**src/design/ud_pkg.sv**
```systemverilog
// Shared types, character codes and helpers for the URL percent decoder.
package ud_pkg;

   localparam logic [7:0] CH_PLUS    = 8'h2B;
   localparam logic [7:0] CH_PERCENT = 8'h25;
   localparam logic [7:0] CH_SPACE   = 8'h20;

   localparam int QUEUE_DEPTH = 4;
   localparam int QPTR_W      = $clog2(QUEUE_DEPTH);
   localparam int QCNT_W      = $clog2(QUEUE_DEPTH + 1);

   typedef enum logic [1:0] {
      HOLD_NONE  = 2'd0,
      HOLD_PCT   = 2'd1,
      HOLD_DIGIT = 2'd2
   } hold_state_type;

   // One classified input byte: up to three output bytes, in this order.
   typedef struct packed {
      logic       has_pct;
      logic       has_dig;
      logic [7:0] dig;
      logic       has_main;
      logic [7:0] main_byte;
      logic       last;
   } cmd_type;

   function automatic logic is_hex(input logic [7:0] c);
      is_hex = (c >= 8'h30 && c <= 8'h39) || (c >= 8'h41 && c <= 8'h46) ||
               (c >= 8'h61 && c <= 8'h66);
   endfunction

   function automatic logic [3:0] hex_value(input logic [7:0] c);
      logic [7:0] v;
      v = 8'h00;
      if (c >= 8'h30 && c <= 8'h39) v = c - 8'h30;
      else if (c >= 8'h41 && c <= 8'h46) v = c - 8'h41 + 8'd10;
      else if (c >= 8'h61 && c <= 8'h66) v = c - 8'h61 + 8'd10;
      hex_value = v[3:0];
   endfunction

endpackage

```
**src/design/ud_front.sv**
```systemverilog
// Front end: accepts encoded bytes, tracks pending escapes, emits commands.
module ud_front (
   input  logic            clock,
   input  logic            reset,
   input  logic            req_valid,
   output logic            req_ready,
   input  logic [7:0]      req_in_byte,
   input  logic            req_in_last,
   input  logic            q_full,
   output logic            push,
   output ud_pkg::cmd_type push_cmd
);
   import ud_pkg::*;

   hold_state_type state_ff, state_in;
   logic [7:0]     digit_ff, digit_in;
   logic           accept;
   logic           byte_hex;
   logic           any_out;
   cmd_type        cmd;

   assign req_ready = !q_full;
   assign accept    = req_valid && req_ready;
   assign byte_hex  = is_hex(req_in_byte);

   // Next hold state.
   always_comb begin
      state_in = state_ff;
      digit_in = digit_ff;
      if (accept) begin
         unique case (state_ff)
            HOLD_PCT: begin
               if (byte_hex && !req_in_last) begin
                  state_in = HOLD_DIGIT;
                  digit_in = req_in_byte;
               end else if (req_in_byte == CH_PERCENT && !req_in_last) begin
                  state_in = HOLD_PCT;
               end else begin
                  state_in = HOLD_NONE;
               end
            end
            HOLD_DIGIT: begin
               if (!byte_hex && req_in_byte == CH_PERCENT && !req_in_last) begin
                  state_in = HOLD_PCT;
               end else begin
                  state_in = HOLD_NONE;
               end
            end
            default: begin
               if (req_in_byte == CH_PERCENT && !req_in_last) begin
                  state_in = HOLD_PCT;
               end else begin
                  state_in = HOLD_NONE;
               end
            end
         endcase
      end
   end

   // Command for this byte.
   always_comb begin
      cmd           = '0;
      cmd.dig       = digit_ff;
      cmd.main_byte = req_in_byte;
      cmd.last      = req_in_last;
      cmd.has_main  = !(req_in_byte == CH_PERCENT && !req_in_last);
      if (req_in_byte == CH_PLUS) cmd.main_byte = CH_SPACE;
      unique case (state_ff)
         HOLD_PCT: begin
            if (byte_hex && !req_in_last) begin
               cmd.has_main = 1'b0;
            end else begin
               cmd.has_pct = 1'b1;
            end
         end
         HOLD_DIGIT: begin
            if (byte_hex) begin
               cmd.has_main  = 1'b1;
               cmd.main_byte = {hex_value(digit_ff), hex_value(req_in_byte)};
            end else begin
               cmd.has_pct = 1'b1;
               cmd.has_dig = 1'b1;
            end
         end
         default: begin
         end
      endcase
   end

   assign any_out  = cmd.has_pct || cmd.has_dig || cmd.has_main;
   assign push     = accept && any_out;
   assign push_cmd = cmd;

   always_ff @(posedge clock) begin
      if (reset) begin
         state_ff <= HOLD_NONE;
         digit_ff <= 8'h00;
      end else begin
         state_ff <= state_in;
         digit_ff <= digit_in;
      end
   end

endmodule

```
**src/design/ud_fifo.sv**
```systemverilog
// Short command queue between front and back end.
module ud_fifo (
   input  logic            clock,
   input  logic            reset,
   input  logic            push,
   input  ud_pkg::cmd_type push_cmd,
   input  logic            pop,
   output logic            full,
   output logic            empty,
   output ud_pkg::cmd_type head_cmd
);
   import ud_pkg::*;

   cmd_type             mem [QUEUE_DEPTH];
   logic [QPTR_W-1:0]   wr_ptr_ff, wr_ptr_in;
   logic [QPTR_W-1:0]   rd_ptr_ff, rd_ptr_in;
   logic [QCNT_W-1:0]   count_ff, count_in;

   assign full     = (count_ff == QCNT_W'(QUEUE_DEPTH));
   assign empty    = (count_ff == '0);
   assign head_cmd = mem[rd_ptr_ff];

   always_comb begin
      wr_ptr_in = wr_ptr_ff;
      rd_ptr_in = rd_ptr_ff;
      count_in  = count_ff;
      if (push) wr_ptr_in = (wr_ptr_ff == QPTR_W'(QUEUE_DEPTH - 1)) ? '0 : wr_ptr_ff + 1'b1;
      if (pop)  rd_ptr_in = (rd_ptr_ff == QPTR_W'(QUEUE_DEPTH - 1)) ? '0 : rd_ptr_ff + 1'b1;
      if (push && !pop)      count_in = count_ff + 1'b1;
      else if (pop && !push) count_in = count_ff - 1'b1;
   end

   always_ff @(posedge clock) begin
      if (push) mem[wr_ptr_ff] <= push_cmd;
   end

   always_ff @(posedge clock) begin
      if (reset) begin
         wr_ptr_ff <= '0;
         rd_ptr_ff <= '0;
         count_ff  <= '0;
      end else begin
         wr_ptr_ff <= wr_ptr_in;
         rd_ptr_ff <= rd_ptr_in;
         count_ff  <= count_in;
      end
   end

endmodule

```
**src/design/ud_back.sv**
```systemverilog
// Back end: expands each command into output bytes through an output register.
module ud_back (
   input  logic            clock,
   input  logic            reset,
   input  logic            q_empty,
   input  ud_pkg::cmd_type head_cmd,
   output logic            pop,
   output logic            rsp_valid,
   input  logic            rsp_ready,
   output logic [7:0]      rsp_out_byte,
   output logic            rsp_out_last
);
   import ud_pkg::*;

   logic [1:0] done_ff, done_in;   // bit 0: '%' sent, bit 1: held digit sent
   logic       valid_ff, valid_in;
   logic [7:0] byte_ff, byte_in;
   logic       last_ff, last_in;
   logic       load;
   logic       rem_pct, rem_dig;
   logic       final_out;
   logic [1:0] sel_mask;

   assign rem_pct = head_cmd.has_pct && !done_ff[0];
   assign rem_dig = head_cmd.has_dig && !done_ff[1];
   assign load    = !q_empty && (!valid_ff || rsp_ready);

   always_comb begin
      byte_in  = byte_ff;
      last_in  = last_ff;
      sel_mask = 2'b00;
      if (rem_pct) begin
         sel_mask  = 2'b01;
         final_out = !head_cmd.has_dig && !head_cmd.has_main;
         if (load) begin
            byte_in = CH_PERCENT;
            last_in = 1'b0;
         end
      end else if (rem_dig) begin
         sel_mask  = 2'b10;
         final_out = !head_cmd.has_main;
         if (load) begin
            byte_in = head_cmd.dig;
            last_in = 1'b0;
         end
      end else begin
         final_out = 1'b1;
         if (load) begin
            byte_in = head_cmd.main_byte;
            last_in = head_cmd.last;
         end
      end
   end

   assign pop = load && final_out;

   always_comb begin
      done_in = done_ff;
      if (pop)       done_in = 2'b00;
      else if (load) done_in = done_ff | sel_mask;
      if (load)           valid_in = 1'b1;
      else if (rsp_ready) valid_in = 1'b0;
      else                valid_in = valid_ff;
   end

   always_ff @(posedge clock) begin
      if (reset) begin
         done_ff  <= 2'b00;
         valid_ff <= 1'b0;
      end else begin
         done_ff  <= done_in;
         valid_ff <= valid_in;
      end
   end

   always_ff @(posedge clock) begin
      byte_ff <= byte_in;
      last_ff <= last_in;
   end

   assign rsp_valid    = valid_ff;
   assign rsp_out_byte = byte_ff;
   assign rsp_out_last = last_ff;

endmodule

```
**src/design/url_percent_decoder_core.sv**
```systemverilog
// Top level of the URL percent decoder: front end, command queue, back end.
//
// Usage:
//   req_* takes one encoded byte per transfer (req_in_byte, req_in_last marks
//   the final byte of a string). rsp_* gives one decoded byte per transfer;
//   rsp_out_last marks the final decoded byte of the string.
//   '+' becomes a space, '%' plus two hex digits becomes the spelled byte,
//   broken or cut-off escapes come out literally.
// Output path: a byte that completes an output is written into the command
//   queue and then loaded into the output register, which raises rsp_valid.
//   Bytes that only extend a pending escape produce nothing until the escape
//   resolves.
// Throughput: one input byte per cycle while the receiver is ready and each
//   byte yields at most one output. A byte that flushes a broken escape gives
//   one to three outputs; the single output register sends one per cycle and
//   the four-entry command queue absorbs the burst before req_ready drops.
// Reset: clears the pending-escape state, the queue and the output valid flag.
// Receiver stall: the output register holds its byte; the queue fills and
//   req_ready falls once it holds four commands.
module url_percent_decoder_core (
   input  logic       clock,
   input  logic       reset,
   input  logic       req_valid,
   output logic       req_ready,
   input  logic [7:0] req_in_byte,
   input  logic       req_in_last,
   output logic       rsp_valid,
   input  logic       rsp_ready,
   output logic [7:0] rsp_out_byte,
   output logic       rsp_out_last
);
   import ud_pkg::*;

   logic    q_full;
   logic    q_empty;
   logic    push;
   logic    pop;
   cmd_type push_cmd;
   cmd_type head_cmd;

   // Classify each byte against the pending escape; push a command when
   // the byte causes output.
   ud_front u_front (
      .clock       (clock),
      .reset       (reset),
      .req_valid   (req_valid),
      .req_ready   (req_ready),
      .req_in_byte (req_in_byte),
      .req_in_last (req_in_last),
      .q_full      (q_full),
      .push        (push),
      .push_cmd    (push_cmd)
   );

   // Decouple front and back so each can stall on its own.
   ud_fifo u_fifo (
      .clock    (clock),
      .reset    (reset),
      .push     (push),
      .push_cmd (push_cmd),
      .pop      (pop),
      .full     (q_full),
      .empty    (q_empty),
      .head_cmd (head_cmd)
   );

   // Drain commands one output byte per transfer.
   ud_back u_back (
      .clock        (clock),
      .reset        (reset),
      .q_empty      (q_empty),
      .head_cmd     (head_cmd),
      .pop          (pop),
      .rsp_valid    (rsp_valid),
      .rsp_ready    (rsp_ready),
      .rsp_out_byte (rsp_out_byte),
      .rsp_out_last (rsp_out_last)
   );

endmodule

```
**config.mk**
```make
export PLATFORM = sky130hd
export DESIGN_NAME = url_percent_decoder_core
export DESIGN_NICKNAME = d
export VERILOG_FILES = /design/src/design/ud_pkg.sv /design/src/design/ud_front.sv /design/src/design/ud_fifo.sv /design/src/design/ud_back.sv /design/src/design/url_percent_decoder_core.sv
export SDC_FILE = /design/constraint.sdc
export NUM_CORES = 1
export LEC_CHECK = 0
export ABC_AREA = 1
export BUFFER_PORTS_ARGS = -buffer_cell sky130_fd_sc_hd__buf_2
export CAP_MARGIN = 20
export CORE_ASPECT_RATIO = 0.8
export CORE_MARGIN = 8
export CORE_UTILIZATION = 37
export DETAILED_ROUTE_END_ITERATION = 10
export GPL_TIMING_DRIVEN = 0
export PLACE_DENSITY_LB_ADDON = 0.2
export REMOVE_ABC_BUFFERS = 1
export SLEW_MARGIN = 15
export SYNTH_ARGS = -nofsm -noshare
export SYNTH_HDL_FRONTEND = slang
export SYNTH_SLANG_ARGS = --single-unit
```
**constraint.sdc**
```tcl
create_clock -name clock -period 2.8 [get_ports clock]
set_clock_uncertainty 0.05 [all_clocks]
set_input_delay 0.28 -clock clock [delete_from_list [all_inputs] [get_ports clock]]
set_output_delay 0.28 -clock clock [all_outputs]
set_load 0.05 [all_outputs]
```
==> impl_metrics.env <==
export IMPL_dpl_hpwl_um=6660
export IMPL_nNetsFinal=499
export IMPL_clk_path_buf_depth=2
export IMPL_cpPeakStageDelay_ps=450
export IMPL_end_kind="flip-flop"
export IMPL_synth_top_area_share_pct=54.8
export IMPL_ys_top_cells_by_count="edfxtp_1, nor2_1, o21ai_0, inv_1, nand2_1"
export IMPL_syn_cell_area_um2=4880
export IMPL_drv_cap=0
export IMPL_io_buffers=23
export IMPL_synth_cell_types=38
export IMPL_ys_seq_area_share_pct=63.8
export IMPL_busiest_layer="met2"
export IMPL_antenna_found_initial=0
export IMPL_worst_pin_slew_ps=742
export IMPL_finalCritPeriodShare_pct=91.5
export IMPL_critical_path_required_ps=2980
export IMPL_relSlewSlack_pct=50.5
export IMPL_peakVddDrop_mv=0.339
export IMPL_layout_setup_ws_ps=238
export IMPL_grt_pass1_wl_um=16900
export IMPL_drt_iter0_drc=300
export IMPL_p_leak_uw=0.00210
export IMPL_synth_top_cell_by_area="edfxtp_1"
export IMPL_placed_cell_area_um2=5210
export IMPL_worst_path_buf_inv=4
export IMPL_grt_total_usage_pct=12.8
export IMPL_crit_cells=12
export IMPL_drc=0
export IMPL_cts_made_buffers=9
export IMPL_syn_mean_instance_area_um2=11.3
export IMPL_synthArstFlopShare_pct=0
export IMPL_yosysWarnings=0
export IMPL_synth_xor_xnor_area_share_pct=0.718
export IMPL_row_count=37
export IMPL_max_freq_mhz=390
export IMPL_synthFlopType="edfxtp_1"
export IMPL_diodes=0
export IMPL_die_area_um2=17100
export IMPL_ios=24
export IMPL_ant_nets=0
export IMPL_power_density_nw_per_um2=916
export IMPL_final_area_um2=5640
export IMPL_cp_max_fo=5
export IMPL_ys_top_cells_by_area="edfxtp_1, dfxtp_1, o21ai_0"
export IMPL_firstDrtPassIters=4
export IMPL_place_ws_ps=-690
export IMPL_clock_latency_ps=340
export IMPL_drive_gt1_share_pct=17.3
export IMPL_synth_edf_count=89
export IMPL_rr_worst_depth=12
export IMPL_avgViaCountPerCell=4.95
export IMPL_cp_slowest_cell="fa_2"
export IMPL_cts_tree="yes"
export IMPL_initial_core_util_pct=37.9
export IMPL_root_buffer="clkbuf_16"
export IMPL_min_path_type="in2reg"
export IMPL_yosys_area_share_adder_pct=4.51
export IMPL_path_cells="inv_1 -> ha_1 -> inv_1 -> a31oi_1 -> nand3_2 -> nand2_4 -> inv_1 -> ha_2 -> inv_1 -> fa_2 -> o21ai_0 -> a21oi_1"
export IMPL_worstSetupPathType="reg2reg"
export IMPL_grtUsageMet1_pct=18.4
export IMPL_synth_simple_area_share_pct=11.9
export IMPL_min_period_ps=2560
export IMPL_via_count=3212
export IMPL_wirelength_um=10700
export IMPL_synth_mux_area_share_pct=0.205
export IMPL_grt_use_met3_pct=2.61
export IMPL_grt_pass1_vias=3123
export IMPL_area_growth_pct=15.6
export IMPL_worstSetupStartpointType="flip-flop"
export IMPL_gp_congestion=0.839
export IMPL_crit_family="adder cells"
export IMPL_crit_arrival_ps=2750
export IMPL_yosysMostFrequentCell="edfxtp_1"
export IMPL_overflow=0
export IMPL_outcome="finished clean"
export IMPL_met2_usage_pct=18.8
export IMPL_synth_compound_area_share_pct=12.9
export IMPL_synth_top_family_by_area="compound AO/OA/AOI/OAI gates"
export IMPL_clkSinkCount=111
export IMPL_setup_viol=0
export IMPL_grt_max_degree=21
export IMPL_slew_viol_final=0
export IMPL_whs_ps=59.8
export IMPL_chipHeight_um=119
export IMPL_synthesis_instances=433
export IMPL_coreArea_um2=12900
export IMPL_htreeDepth=3
export IMPL_hold_viol=0
export IMPL_crit_top_cell="inv_1"
export IMPL_whs_path_depth=2
export IMPL_die_w_um=144
export IMPL_wire_per_inst_um=16.5
export IMPL_ys_ff_latch=111
export IMPL_clkTransAtPathRegs_ps=70
## layer usage
| metal | part of all wire [%] | vias to the layer above |
|---|---|---|
| met4 | 1.8 | 0 |
| met3 | 5.5 | 11 |
| met5 | 0 | - |
| li1 | - | 1604 |
| met2 | 44 | 79 |
| met1 | 49 | 1518 |
## kinds of logic (layout without fill, tap and decap cells)
group                      Yosys count  in the layout
muxes                                1              1
xor gates and xnor gates             4              4
AOI/OAI and AO/OA                  107            107
buffers and inverters               66            107
adders and majority gates           17             17
DFF                                111            111
and+or+nand+nor                    127            127
## sequential cells by signal, indices dropped and copies added (netlist names), named ones only
signal / cells
u_back.rsp_out_last: 1
u_fifo.rd_ptr_ff: 2
u_fifo.count_ff: 3
u_back.rsp_valid: 1
u_back.rsp_out_byte: 8
u_front.state_ff: 2
u_fifo.wr_ptr_ff: 2
u_front.digit_ff: 8
u_fifo.mem: 80
u_back.done_ff: 2
## layout make-up
type | instances | area, µm²
clock buffers | 9 | 225
clock inverters | 7 | 56.3
fillers | 1258 | 7230
inverters | 53 | 224
multi-input cells | 256 | 1550
flip-flops and latches | 111 | 3120
well taps | 175 | 219
repair buffers | 37 | 244
repair inverters | 1 | 8.76
## report_power, final
part	switching, µW	total, µW	internal [µW]
Clock	601	1220	616
Sequential	102	2180	2080
Combinational	1210	1770	560
## timing repair
| action | in CTS | in global routing |
|---|---|---|
| gates cloned | 1 | 0 |
| pin swaps | 0 | 3 |
| setup endpoints to repair | 13 | 12 |
| hold buffers | 0 | 0 |
| setup buffers | 4 | 7 |
| resized for setup | 8 | 10 |
## cell usage in the layout, fill, tap and decap left out, drive strengths merged, types with 2 or more instances in the layout
master and count:
inv 55, ha 16, o22ai 18, nand2 50
a21oi 19, a31oi 3, o21ai 49, xor2 4
clkinv 6, nor3 2, nand4 5, clkbuf 9
edfxtp 89, nand3 16, o221ai 8, buf 37
and2 2, nor2 51, dfxtp 22, a22o 5
## path summary, 6_finish.rpt
check | end | slack (ps) | start
worst max-delay path | u_fifo.count_ff[1] | 240 | u_front.state_ff[0]
worst min-delay path | u_front.state_ff[1] | 60 | reset
worst max register to register | u_fifo.count_ff[1] | 240 | u_front.state_ff[0]
worst min register to register | flip-flop | 410 | u_fifo.rd_ptr_ff[1]
## stage by stage
stage	setup TNS (ps)	power (µW)	utilization, %	instances
floorplan	-92.9	3340	-	420
global placement	-83750	3750	39.9	618
detailed placement	-19890	3820	40.5	621
CTS	0	5090	43.2	642
global route	-4.14	5450	43.8	649
finish	0	5170	43.8	649
No activity file was read; power rests on OpenSTA's default activity.
